<file path="src/ult_pkg.sv">
// ============================================================================
// ult_pkg: shared definitions for the unsorted list table
// Sizes, operation and status codes, the result and memory request types,
// and width conversion helpers used by the list sequencer and the top level.
// ============================================================================
package ult_pkg;

    // Table sizing.
    localparam int CAPACITY    = 16;
    localparam int VALUE_WIDTH = 32;
    localparam int IDX_W       = (CAPACITY > 1) ? $clog2(CAPACITY) : 1;
    localparam int CNT_W       = $clog2(CAPACITY + 1);

    // Fixed widths of the channel fields.
    localparam int MODE_W   = 3;
    localparam int ITEM_W   = 32;
    localparam int STATUS_W = 2;
    localparam int LEN_W    = 5;

    // Operation codes carried in the mode field.
    typedef enum logic [MODE_W-1:0] {
        MODE_INSERT     = 3'd0,
        MODE_SEARCH     = 3'd1,
        MODE_DELETE     = 3'd2,
        MODE_NEXT       = 3'd3,
        MODE_RESET_ITER = 3'd4,
        MODE_CLEAR      = 3'd5
    } t_mode;

    // Status codes returned with every result beat.
    typedef enum logic [STATUS_W-1:0] {
        STATUS_OK        = 2'd0,
        STATUS_FULL      = 2'd1,
        STATUS_NOT_FOUND = 2'd2,
        STATUS_EMPTY     = 2'd3
    } t_status;

    // One result beat.
    typedef struct packed {
        logic              hit;
        t_status           status;
        logic [ITEM_W-1:0] read_value;
        logic [LEN_W-1:0]  length;
    } t_result;

    // Request to the entry memory: one write port and one read port.
    typedef struct packed {
        logic                   we;
        logic [IDX_W-1:0]       waddr;
        logic [VALUE_WIDTH-1:0] wdata;
        logic [IDX_W-1:0]       raddr;
    } t_mem_req;

    // Input item value to stored value width (truncate or zero extend).
    function automatic logic [VALUE_WIDTH-1:0] to_value(input logic [ITEM_W-1:0] item);
        logic [VALUE_WIDTH+ITEM_W-1:0] ext;
        ext = {{VALUE_WIDTH{1'b0}}, item};
        return ext[VALUE_WIDTH-1:0];
    endfunction

    // Stored value to output field width.
    function automatic logic [ITEM_W-1:0] to_item(input logic [VALUE_WIDTH-1:0] value);
        logic [VALUE_WIDTH+ITEM_W-1:0] ext;
        ext = {{ITEM_W{1'b0}}, value};
        return ext[ITEM_W-1:0];
    endfunction

    // Entry count to length field width.
    function automatic logic [LEN_W-1:0] to_len(input logic [CNT_W-1:0] cnt);
        logic [CNT_W+LEN_W-1:0] ext;
        ext = {{LEN_W{1'b0}}, cnt};
        return ext[LEN_W-1:0];
    endfunction

endpackage

</file>
<file path="src/ult_if.sv">
// ============================================================================
// ult_if: channel interfaces of the unsorted list table
// Valid/ready channels for command beats in and result beats out.
// ============================================================================

// Command channel: one operation per beat.
interface ult_in_if;
    logic                       valid;
    logic                       ready;
    logic [ult_pkg::MODE_W-1:0] mode;
    logic [ult_pkg::ITEM_W-1:0] item_value;

    modport source (output valid, output mode, output item_value, input ready);
    modport sink   (input valid, input mode, input item_value, output ready);
endinterface

// Result channel: one result beat per command beat.
interface ult_out_if;
    logic                         valid;
    logic                         ready;
    logic                         hit;
    logic [ult_pkg::STATUS_W-1:0] status;
    logic [ult_pkg::ITEM_W-1:0]   read_value;
    logic [ult_pkg::LEN_W-1:0]    length;

    modport source (output valid, output hit, output status, output read_value,
                    output length, input ready);
    modport sink   (input valid, input hit, input status, input read_value,
                    input length, output ready);
endinterface

</file>
<file path="src/ult_ram.sv">
// ============================================================================
// ult_ram: simple dual port RAM
// One write port and one read port, read data registered.
// ============================================================================
module ult_ram #(
    parameter int  DEPTH = 16,
    parameter int  WIDTH = 32,
    localparam int AW    = (DEPTH > 1) ? $clog2(DEPTH) : 1
) (
    input  logic             i_clk,
    input  logic             i_we,
    input  logic [AW-1:0]    i_waddr,
    input  logic [WIDTH-1:0] i_wdata,
    input  logic [AW-1:0]    i_raddr,
    output logic [WIDTH-1:0] o_rdata
);

    logic [WIDTH-1:0] r_mem [DEPTH];
    logic [WIDTH-1:0] r_rdata;

    // Write and registered read.
    always_ff @(posedge i_clk) begin
        if (i_we) begin
            r_mem[i_waddr] <= i_wdata;
        end
        r_rdata <= r_mem[i_raddr];
    end

    assign o_rdata = r_rdata;

endmodule

</file>
<file path="src/ult_seq.sv">
// ============================================================================
// ult_seq: list sequencer
// Runs one operation at a time against the entry memory: scans for a match,
// shifts entries up on insert and down on delete, and keeps count and cursor.
// ============================================================================
module ult_seq (
    input  logic                          i_clk,
    input  logic                          i_rst_n,
    ult_in_if.sink                        i_in,
    output ult_pkg::t_mem_req             o_mem,
    input  logic [ult_pkg::VALUE_WIDTH-1:0] i_rdata,
    output logic                          o_res_vld,
    output ult_pkg::t_result              o_res,
    input  logic                          i_res_rdy
);
    import ult_pkg::*;

    typedef enum logic [2:0] {
        S_IDLE,
        S_START,
        S_SCAN,
        S_SHIFT_UP,
        S_SHIFT_DN,
        S_READ,
        S_DONE
    } t_state;

    t_state                 r_state, n_state;
    logic [MODE_W-1:0]      r_mode, n_mode;
    logic [VALUE_WIDTH-1:0] r_value, n_value;
    logic [CNT_W-1:0]       r_count, n_count;
    logic [CNT_W-1:0]       r_cursor, n_cursor;
    logic                   r_active, n_active;
    logic [IDX_W-1:0]       r_idx, n_idx;
    logic                   r_more, n_more;
    logic                   r_rd_vld, n_rd_vld;
    logic [IDX_W-1:0]       r_rd_tag, n_rd_tag;
    logic [IDX_W-1:0]       r_pos, n_pos;
    logic                   r_hit, n_hit;
    t_status                r_status, n_status;
    logic [ITEM_W-1:0]      r_rdv, n_rdv;

    logic [IDX_W-1:0]       start_idx;
    logic [CNT_W-1:0]       idx_inc;
    logic [CNT_W-1:0]       tag_inc;
    logic [CNT_W-1:0]       cur_dec;
    logic [CNT_W-1:0]       count_dec;

    // Helper values, some shared by several states.
    assign count_dec = r_count - 1'b1;
    assign idx_inc   = CNT_W'(r_idx) + 1'b1;
    assign tag_inc   = CNT_W'(r_rd_tag) + 1'b1;
    assign cur_dec   = (CNT_W'(r_pos) < r_cursor) ? (r_cursor - 1'b1) : r_cursor;
    assign start_idx = (!r_active || (r_cursor >= r_count)) ? '0 : IDX_W'(r_cursor);

    // Next state and memory request.
    always_comb begin
        n_state  = r_state;
        n_mode   = r_mode;
        n_value  = r_value;
        n_count  = r_count;
        n_cursor = r_cursor;
        n_active = r_active;
        n_idx    = r_idx;
        n_more   = r_more;
        n_rd_vld = 1'b0;
        n_rd_tag = r_rd_tag;
        n_pos    = r_pos;
        n_hit    = r_hit;
        n_status = r_status;
        n_rdv    = r_rdv;
        o_mem.we    = 1'b0;
        o_mem.waddr = '0;
        o_mem.wdata = r_value;
        o_mem.raddr = r_idx;

        case (r_state)
            S_IDLE: begin
                if (i_in.valid) begin
                    n_mode  = i_in.mode;
                    n_value = to_value(i_in.item_value);
                    n_state = S_START;
                end
            end

            S_START: begin
                n_hit    = 1'b0;
                n_status = STATUS_OK;
                n_rdv    = '0;
                case (r_mode)
                    MODE_INSERT: begin
                        if (r_count >= CNT_W'(CAPACITY)) begin
                            n_status = STATUS_FULL;
                            n_state  = S_DONE;
                        end else begin
                            n_idx   = IDX_W'(count_dec);
                            n_more  = (r_count != '0);
                            n_state = S_SHIFT_UP;
                        end
                    end
                    MODE_SEARCH, MODE_DELETE: begin
                        if (r_count == '0) begin
                            if (r_mode == MODE_DELETE) begin
                                n_status = STATUS_NOT_FOUND;
                            end
                            n_state = S_DONE;
                        end else begin
                            n_idx   = '0;
                            n_more  = 1'b1;
                            n_state = S_SCAN;
                        end
                    end
                    MODE_NEXT: begin
                        if (r_count == '0) begin
                            n_status = STATUS_EMPTY;
                            n_state  = S_DONE;
                        end else begin
                            o_mem.raddr = start_idx;
                            n_idx       = start_idx;
                            n_state     = S_READ;
                        end
                    end
                    MODE_RESET_ITER: begin
                        n_cursor = '0;
                        n_active = 1'b0;
                        n_state  = S_DONE;
                    end
                    MODE_CLEAR: begin
                        n_count  = '0;
                        n_cursor = '0;
                        n_active = 1'b0;
                        n_state  = S_DONE;
                    end
                    default: begin
                        n_state = S_DONE;
                    end
                endcase
            end

            // Walk entries from the front, compare each entry in the cycle after its read.
            S_SCAN: begin
                if (r_more) begin
                    o_mem.raddr = r_idx;
                    n_rd_vld    = 1'b1;
                    n_rd_tag    = r_idx;
                    n_idx       = r_idx + 1'b1;
                    n_more      = idx_inc < r_count;
                end
                if (r_rd_vld) begin
                    if (i_rdata == r_value) begin
                        n_rd_vld = 1'b0;
                        if (r_mode == MODE_DELETE) begin
                            n_pos   = r_rd_tag;
                            n_idx   = IDX_W'(tag_inc);
                            n_more  = tag_inc < r_count;
                            n_state = S_SHIFT_DN;
                        end else begin
                            n_hit   = 1'b1;
                            n_state = S_DONE;
                        end
                    end else if (CNT_W'(r_rd_tag) == count_dec) begin
                        n_rd_vld = 1'b0;
                        if (r_mode == MODE_DELETE) begin
                            n_status = STATUS_NOT_FOUND;
                        end
                        n_state = S_DONE;
                    end
                end
            end

            // Move entries back by one from the tail, then store at the front.
            S_SHIFT_UP: begin
                if (r_rd_vld) begin
                    o_mem.we    = 1'b1;
                    o_mem.waddr = r_rd_tag + 1'b1;
                    o_mem.wdata = i_rdata;
                end
                if (r_more) begin
                    o_mem.raddr = r_idx;
                    n_rd_vld    = 1'b1;
                    n_rd_tag    = r_idx;
                    n_idx       = r_idx - 1'b1;
                    n_more      = (r_idx != '0);
                end else if (!r_rd_vld) begin
                    o_mem.we    = 1'b1;
                    o_mem.waddr = '0;
                    o_mem.wdata = r_value;
                    n_count     = r_count + 1'b1;
                    if (r_active) begin
                        n_cursor = r_cursor + 1'b1;
                    end
                    n_state = S_DONE;
                end
            end

            // Close the gap behind the deleted entry.
            S_SHIFT_DN: begin
                if (r_rd_vld) begin
                    o_mem.we    = 1'b1;
                    o_mem.waddr = r_rd_tag - 1'b1;
                    o_mem.wdata = i_rdata;
                end
                if (r_more) begin
                    o_mem.raddr = r_idx;
                    n_rd_vld    = 1'b1;
                    n_rd_tag    = r_idx;
                    n_idx       = r_idx + 1'b1;
                    n_more      = idx_inc < r_count;
                end else if (!r_rd_vld) begin
                    n_hit   = 1'b1;
                    n_count = count_dec;
                    if (r_active) begin
                        if (cur_dec >= count_dec) begin
                            n_cursor = '0;
                            n_active = 1'b0;
                        end else begin
                            n_cursor = cur_dec;
                        end
                    end
                    n_state = S_DONE;
                end
            end

            // Return the entry at the cursor and advance it.
            S_READ: begin
                n_rdv = to_item(i_rdata);
                if (idx_inc >= r_count) begin
                    n_cursor = '0;
                    n_active = 1'b0;
                end else begin
                    n_cursor = idx_inc;
                    n_active = 1'b1;
                end
                n_state = S_DONE;
            end

            S_DONE: begin
                if (i_res_rdy) begin
                    n_state = S_IDLE;
                end
            end

            default: begin
                n_state = S_IDLE;
            end
        endcase
    end

    // State and registered outputs.
    always_ff @(posedge i_clk) begin
        if (!i_rst_n) begin
            r_state  <= S_IDLE;
            r_count  <= '0;
            r_cursor <= '0;
            r_active <= 1'b0;
            r_more   <= 1'b0;
            r_rd_vld <= 1'b0;
        end else begin
            r_state  <= n_state;
            r_count  <= n_count;
            r_cursor <= n_cursor;
            r_active <= n_active;
            r_more   <= n_more;
            r_rd_vld <= n_rd_vld;
        end
        r_mode   <= n_mode;
        r_value  <= n_value;
        r_idx    <= n_idx;
        r_rd_tag <= n_rd_tag;
        r_pos    <= n_pos;
        r_hit    <= n_hit;
        r_status <= n_status;
        r_rdv    <= n_rdv;
    end

    // Handshake and result.
    assign i_in.ready       = (r_state == S_IDLE);
    assign o_res_vld        = (r_state == S_DONE);
    assign o_res.hit        = r_hit;
    assign o_res.status     = r_status;
    assign o_res.read_value = r_rdv;
    assign o_res.length     = to_len(r_count);

    // The entry count never passes the table size.
    a_count_max: assert property (@(posedge i_clk) disable iff (!i_rst_n)
        r_count <= CNT_W'(CAPACITY))
        else $error("entry count above capacity");

    // A running iterator always points at a stored entry.
    a_cursor_in_range: assert property (@(posedge i_clk) disable iff (!i_rst_n)
        r_active |-> (r_cursor < r_count))
        else $error("active cursor beyond the last entry");

    // The memory is written only while shifting entries.
    a_write_state: assert property (@(posedge i_clk) disable iff (!i_rst_n)
        o_mem.we |-> (r_state == S_SHIFT_UP || r_state == S_SHIFT_DN))
        else $error("entry write outside a shift");

    // Read data in flight is only tracked in the walking states.
    a_read_state: assert property (@(posedge i_clk) disable iff (!i_rst_n)
        r_rd_vld |-> (r_state == S_SCAN || r_state == S_SHIFT_UP ||
                      r_state == S_SHIFT_DN))
        else $error("read in flight outside a walk");

endmodule

</file>
<file path="src/ult_out_reg.sv">
// ============================================================================
// ult_out_reg: result output register
// Holds one result beat for the receiver so the sequencer can move on.
// ============================================================================
module ult_out_reg (
    input  logic             i_clk,
    input  logic             i_rst_n,
    input  logic             i_res_vld,
    input  ult_pkg::t_result i_res,
    output logic             o_res_rdy,
    ult_out_if.source        o_out
);
    import ult_pkg::*;

    logic    r_vld;
    t_result r_data;

    // Load a new beat whenever the register is empty or being drained.
    assign o_res_rdy = !r_vld || o_out.ready;

    always_ff @(posedge i_clk) begin
        if (!i_rst_n) begin
            r_vld <= 1'b0;
        end else if (o_res_rdy) begin
            r_vld <= i_res_vld;
        end
    end

    always_ff @(posedge i_clk) begin
        if (i_res_vld && o_res_rdy) begin
            r_data <= i_res;
        end
    end

    assign o_out.valid      = r_vld;
    assign o_out.hit        = r_data.hit;
    assign o_out.status     = r_data.status;
    assign o_out.read_value = r_data.read_value;
    assign o_out.length     = r_data.length;

endmodule

</file>
<file path="src/unsorted_list_table_unit.sv">
// ============================================================================
// unsorted_list_table_unit: list of values with an iterator
// Stores up to CAPACITY values newest first, with insert, search, delete,
// get next, iterator reset and clear operations.
// ============================================================================
// Usage:
//   i_in carries one command beat (mode, item_value); o_out returns exactly
//   one result beat (hit, status, read_value, length) for each command, in
//   order. A command is taken only while the previous one is finished.
//   Entries live in a one-port-read, one-port-write memory with registered
//   read data; the sequencer walks it one entry per cycle.
//   Iterator reset, clear, undecoded modes, full insert, empty search/delete
//   and get next need no walk; insert into a non-empty list and delete walk
//   the stored entries, and a search walks until its match or the last entry.
//   The next command can be taken in the cycle after the result is handed
//   to the output register, so a command holds the sequencer until its
//   result is handed on; while the receiver takes results, the memory walk sets the rate of commands.
//   Reset empties the list and stops the iterator; no memory pass is needed.
//   When the receiver stalls, one result waits in the output register and
//   the next command still runs; its result then waits in the sequencer.
// ============================================================================
module unsorted_list_table_unit (
    input  logic      i_clk,
    input  logic      i_rst_n,
    ult_in_if.sink    i_in,
    ult_out_if.source o_out
);
    import ult_pkg::*;

    t_mem_req               mem_req;
    logic [VALUE_WIDTH-1:0] mem_rdata;
    logic                   res_vld;
    logic                   res_rdy;
    t_result                res;

    // Operation sequencer.
    ult_seq u_seq (
        .i_clk     (i_clk),
        .i_rst_n   (i_rst_n),
        .i_in      (i_in),
        .o_mem     (mem_req),
        .i_rdata   (mem_rdata),
        .o_res_vld (res_vld),
        .o_res     (res),
        .i_res_rdy (res_rdy)
    );

    // Entry storage.
    ult_ram #(
        .DEPTH (CAPACITY),
        .WIDTH (VALUE_WIDTH)
    ) u_ram (
        .i_clk   (i_clk),
        .i_we    (mem_req.we),
        .i_waddr (mem_req.waddr),
        .i_wdata (mem_req.wdata),
        .i_raddr (mem_req.raddr),
        .o_rdata (mem_rdata)
    );

    // Result holding register.
    ult_out_reg u_out (
        .i_clk     (i_clk),
        .i_rst_n   (i_rst_n),
        .i_res_vld (res_vld),
        .i_res     (res),
        .o_res_rdy (res_rdy),
        .o_out     (o_out)
    );

endmodule
</file>
<file path="src/flat_wrapper.sv">
// flat-port wrapper written by rule: the top's interface ports become plain ports
module unsorted_list_table_unit_flat import ult_pkg::*;
  (i_clk, i_rst_n, i_in_valid, i_in_mode, i_in_item_value, i_in_ready, o_out_valid, o_out_hit, o_out_status, o_out_read_value, o_out_length, o_out_ready);
  ult_in_if i_in_i ();
  ult_out_if o_out_i ();
  input  logic i_clk;
  input  logic i_rst_n;
  input wire logic [$bits(i_in_i.valid)-1:0] i_in_valid;
  input wire logic [$bits(i_in_i.mode)-1:0] i_in_mode;
  input wire logic [$bits(i_in_i.item_value)-1:0] i_in_item_value;
  output wire logic [$bits(i_in_i.ready)-1:0] i_in_ready;
  output wire logic [$bits(o_out_i.valid)-1:0] o_out_valid;
  output wire logic [$bits(o_out_i.hit)-1:0] o_out_hit;
  output wire logic [$bits(o_out_i.status)-1:0] o_out_status;
  output wire logic [$bits(o_out_i.read_value)-1:0] o_out_read_value;
  output wire logic [$bits(o_out_i.length)-1:0] o_out_length;
  input wire logic [$bits(o_out_i.ready)-1:0] o_out_ready;
  assign i_in_i.valid = i_in_valid;
  assign i_in_i.mode = i_in_mode;
  assign i_in_i.item_value = i_in_item_value;
  assign i_in_ready = i_in_i.ready;
  assign o_out_valid = o_out_i.valid;
  assign o_out_hit = o_out_i.hit;
  assign o_out_status = o_out_i.status;
  assign o_out_read_value = o_out_i.read_value;
  assign o_out_length = o_out_i.length;
  assign o_out_i.ready = o_out_ready;
  unsorted_list_table_unit u_core (.i_clk(i_clk), .i_rst_n(i_rst_n), .i_in(i_in_i), .o_out(o_out_i));
endmodule
</file>
<file path="config.mk">
export PLATFORM = sky130hd
export DESIGN_NAME = unsorted_list_table_unit_flat
export DESIGN_NICKNAME = d
export VERILOG_FILES = /design/src/ult_pkg.sv /design/src/ult_if.sv /design/src/ult_ram.sv /design/src/ult_seq.sv /design/src/ult_out_reg.sv /design/src/unsorted_list_table_unit.sv /design/src/flat_wrapper.sv
export SDC_FILE = /design/constraint.sdc
export NUM_CORES = 1
export LEC_CHECK = 0
export ABC_AREA = 0
export BUFFER_PORTS_ARGS = -buffer_cell sky130_fd_sc_hd__buf_2
export CAP_MARGIN = 10
export CORE_MARGIN = 4
export CORE_UTILIZATION = 35
export DETAILED_ROUTE_END_ITERATION = 8
export PLACE_DENSITY = 0.53
export SLEW_MARGIN = 0
export SYNTH_ARGS = -nofsm -noshare
export SYNTH_HDL_FRONTEND = slang
export SYNTH_SLANG_ARGS = --single-unit
</file>
<file path="constraint.sdc">
create_clock -name i_clk -period 3.9 [get_ports i_clk]
set_input_delay 0.195 -clock i_clk [delete_from_list [all_inputs] [get_ports i_clk]]
set_output_delay 0.195 -clock i_clk [all_outputs]
set_load 0.05 [all_outputs]
</file>
==> impl_metrics.tcl <==
set metrics [dict create \
    clkTransAtPathRegs_ns 0.06 \
    ir_drop_mv 0.396 \
    hold_viol 0 \
    syn2layout_area_growth_pct 17.0 \
    fp.coreArea_sq_um 79500 \
    portBuffers 80 \
    endpoint_kind "register" \
    postSynthAreaPerCell_sq_um 14.4 \
    initial_core_util_pct 35.5 \
    grt_pass1_vias 16900 \
    syn-num-nets 2031 \
    postLayoutCoreUtil_pct 41.5 \
    synth.top_cell.area_share_pct 67.5 \
    required_ns 4.36 \
    drt-initial-drc-count 1692 \
    post_cts_resized 0 \
    relSlewSlack_pct 37.5 \
    die_w_microns 292 \
    grt_pass1_wl_microns 115000 \
    fin_ws_ns 0.428 \
    dr_wl_met3_microns 6170 \
    insertion_delay_ns 0.62 \
    grt_use_total_pct 17.9 \
    synth-edff-count 634 \
    wl_met2_microns 35300 \
    fill_cells 7220 \
    overflow 0 \
    viasPerCell 5.54 \
    die_area_sq_um 85200 \
    fin_tns_setup_ns 0 \
    nets 2152 \
    powerDensity_nw_per_um2 720 \
    cts_tree "built" \
    skew_ns 0.0275 \
    synth_flop_cell "edfxtp_1" \
    postSynthCellCount 1961 \
    fmax_mhz 288 \
    vias 17700 \
    htreeDepth 3 \
    rows 103 \
    drv_slew 0 \
    cts.sinks 683 \
    firstDrtPassIters 7 \
    synth_warnings 0 \
    power_mw 23.8 \
    seq_area_sq_um 20000 \
    syn_area_sq_um 28200 \
    grt_max_degree 129 \
    instances_no_fill 3193 \
    tightest_slew_ns 0.929 \
    m1WireLength_microns 35900 \
    root_buffer "clkbuf_16" \
    placed_area_sq_um 30300 \
    setup_viol 0 \
    ys_seq_area_share_pct 70.9 \
    top_layer "met4" \
    dpl.hpwl_microns 43500 \
    drive_gt1_share_pct 15.1 \
    path_max_fanout 48 \
    max-cap-violations 0 \
    num_io_pins 81 \
    crit_arrival_ns 3.93 \
    finalCritPeriodShare_pct 89.0 \
    leakage_nw 11.3 \
    detail-route-antenna-nets 0 \
    placed_cells 3017 \
    die_h_microns 292 \
    hold_ws_ns 0.0986 \
    synthArstFlopShare_pct 0 \
    period_needed_ns 3.47 \
    multi_input_area_sq_um 7690 \
    drc 0 \
    synth.area.top_cells "edfxtp_1, nand2_1, dfxtp_1" \
    yosys.cell_types.count 73 \
    numCtsBuffers 75 \
    finish.instance_area_sq_um 33000 \
    grt_antenna_before_repair 6 \
    crit_type "reg -> reg" \
    hp-class "in -> reg" \
    rsz0062_at_grt "no" \
    routed_wirelength_microns 78800 \
    gp_congestion 0.854 \
    yosysTopAreaCell "edfxtp_1" \
    startpoint_type "register" \
    post-place-ws_ns 0.552 \
    status "finished, final reports clean" \
    cts_buffer_depth 3 \
    wl_per_cell_microns 24.7 \
    ys_ff_latch 683 \
]
layout make-up:
class                           count  area share (%)
Sequential cell                   683            60.6
Multi-Input combinational cell   1113            23.3
Clock buffer                       99            6.05
Timing Repair Buffer              188            4.83
Tap cell                         1050            3.98
Clock inverter                     38            1.01
Inverter                           21           0.239
Antenna cell                        1         0.00758
flip-flops by register name, indices dropped and copies added, names as in the netlist, 2 cells and up:
register                       cells
u_core.u_seq.r_rdv                32
u_core.u_seq.r_rd_tag              4
u_core.u_out.o_out.status          2
u_core.u_ram.o_rdata              32
u_core.u_seq.r_count               5
u_core.u_seq.r_value              32
u_core.u_out.o_out.length          5
u_core.u_seq.r_state               3
u_core.u_seq.r_cursor              5
u_core.u_ram.r_mem               512
u_core.u_seq.r_pos                 4
u_core.u_seq.r_mode                3
u_core.u_seq.r_idx                 4
u_core.u_out.o_out.read_value     32
u_core.u_seq.r_status              2
kinds of logic (layout without fill, tap and decap cells):
logic type | count (synthesis) | count (layout) | share of synthesized area (%)
adder cells (fa/ha/maj) | 31 | 31 | 1.37
flip-flops | 683 | 683 | 70.9
AND/OR/NAND/NOR | 565 | 565 | 9.83
AO/OA/AOI/OAI | 396 | 396 | 11.1
buffers and inverters | 165 | 346 | 2.54
other | 0 | 1 | 0
XOR/XNOR | 54 | 54 | 1.72
multiplexers | 67 | 67 | 2.52
placed cells by master, fill, tap and decap left out, drive strengths merged, types with 38 or more instances in the layout:
cell         instances
nand2              267
a21oi               60
nand4               42
buf                150
nor2                46
a211oi              97
clkbuf              99
dfxtp               49
edfxtp             634
dlygate4sd3         38
a311o               96
and3               132
xnor2               44
cells in the mapped netlist (35+ instances only):
| cell type | number |
|---|---|
| nor2_1 | 46 |
| nand2_1 | 266 |
| dfxtp_1 | 49 |
| edfxtp_1 | 634 |
| a221o_1 | 35 |
| mux2i_1 | 35 |
| nand4_1 | 42 |
| xnor2_1 | 44 |
| a21oi_1 | 59 |
| a211oi_1 | 97 |
| a311o_1 | 96 |
| and3_1 | 132 |
| clkbuf_1 | 100 |
layer usage:
layer | global-route usage (%) | vias up
li1 | - | 7930
met5 | 0 | -
met1 | 26.4 | 9021
met4 | 4.34 | 0
met3 | 3.16 | 97
met2 | 27.5 | 649
path summary, 6_finish.rpt:
| path | from | endpoint | slack (ns) | cells past startpoint |
|---|---|---|---|---|
| setup / recovery | u_core.u_seq.r_count[2] | u_core.u_ram.o_rdata[29] | 0.43 | 10 |
| hold / removal | i_in_valid | u_core.u_seq.r_state[2] | 0.1 | 3 |
| setup reg to reg | u_core.u_seq.r_count[2] | u_core.u_ram.o_rdata[29] | 0.43 | 10 |
| hold reg to reg | u_core.u_seq.r_status[1] | u_core.u_out.o_out.status[1] | 0.42 | 0 |
power by group:
group	internal [mW]	total, mW	switching [mW]
sequential	8.94	9.66	0.720
combinational	2.55	7.38	4.83
clock	3.89	6.74	2.84
total	15.4	23.8	8.39
timing repair:
item,4_1_cts,5_1_grt
hold buffers,38,0
endpoints found under the setup margin,0,0
hold endpoints to repair,47,0
setup buffers,0,0
critical path, stage by stage, from the launching register on:
cell and delay, ns:
dfxtp_1 0.59, inv_1 0.17, ha_1 0.32, a21oi_1 0.14, o21ai_0 0.22, a2111o_4 0.63
buf_4 0.36, and3_1 0.27, a211oi_1 0.28, a311o_1 0.17, nand4_1 0.13
Note: power is estimated with default switching activity, not from simulation.
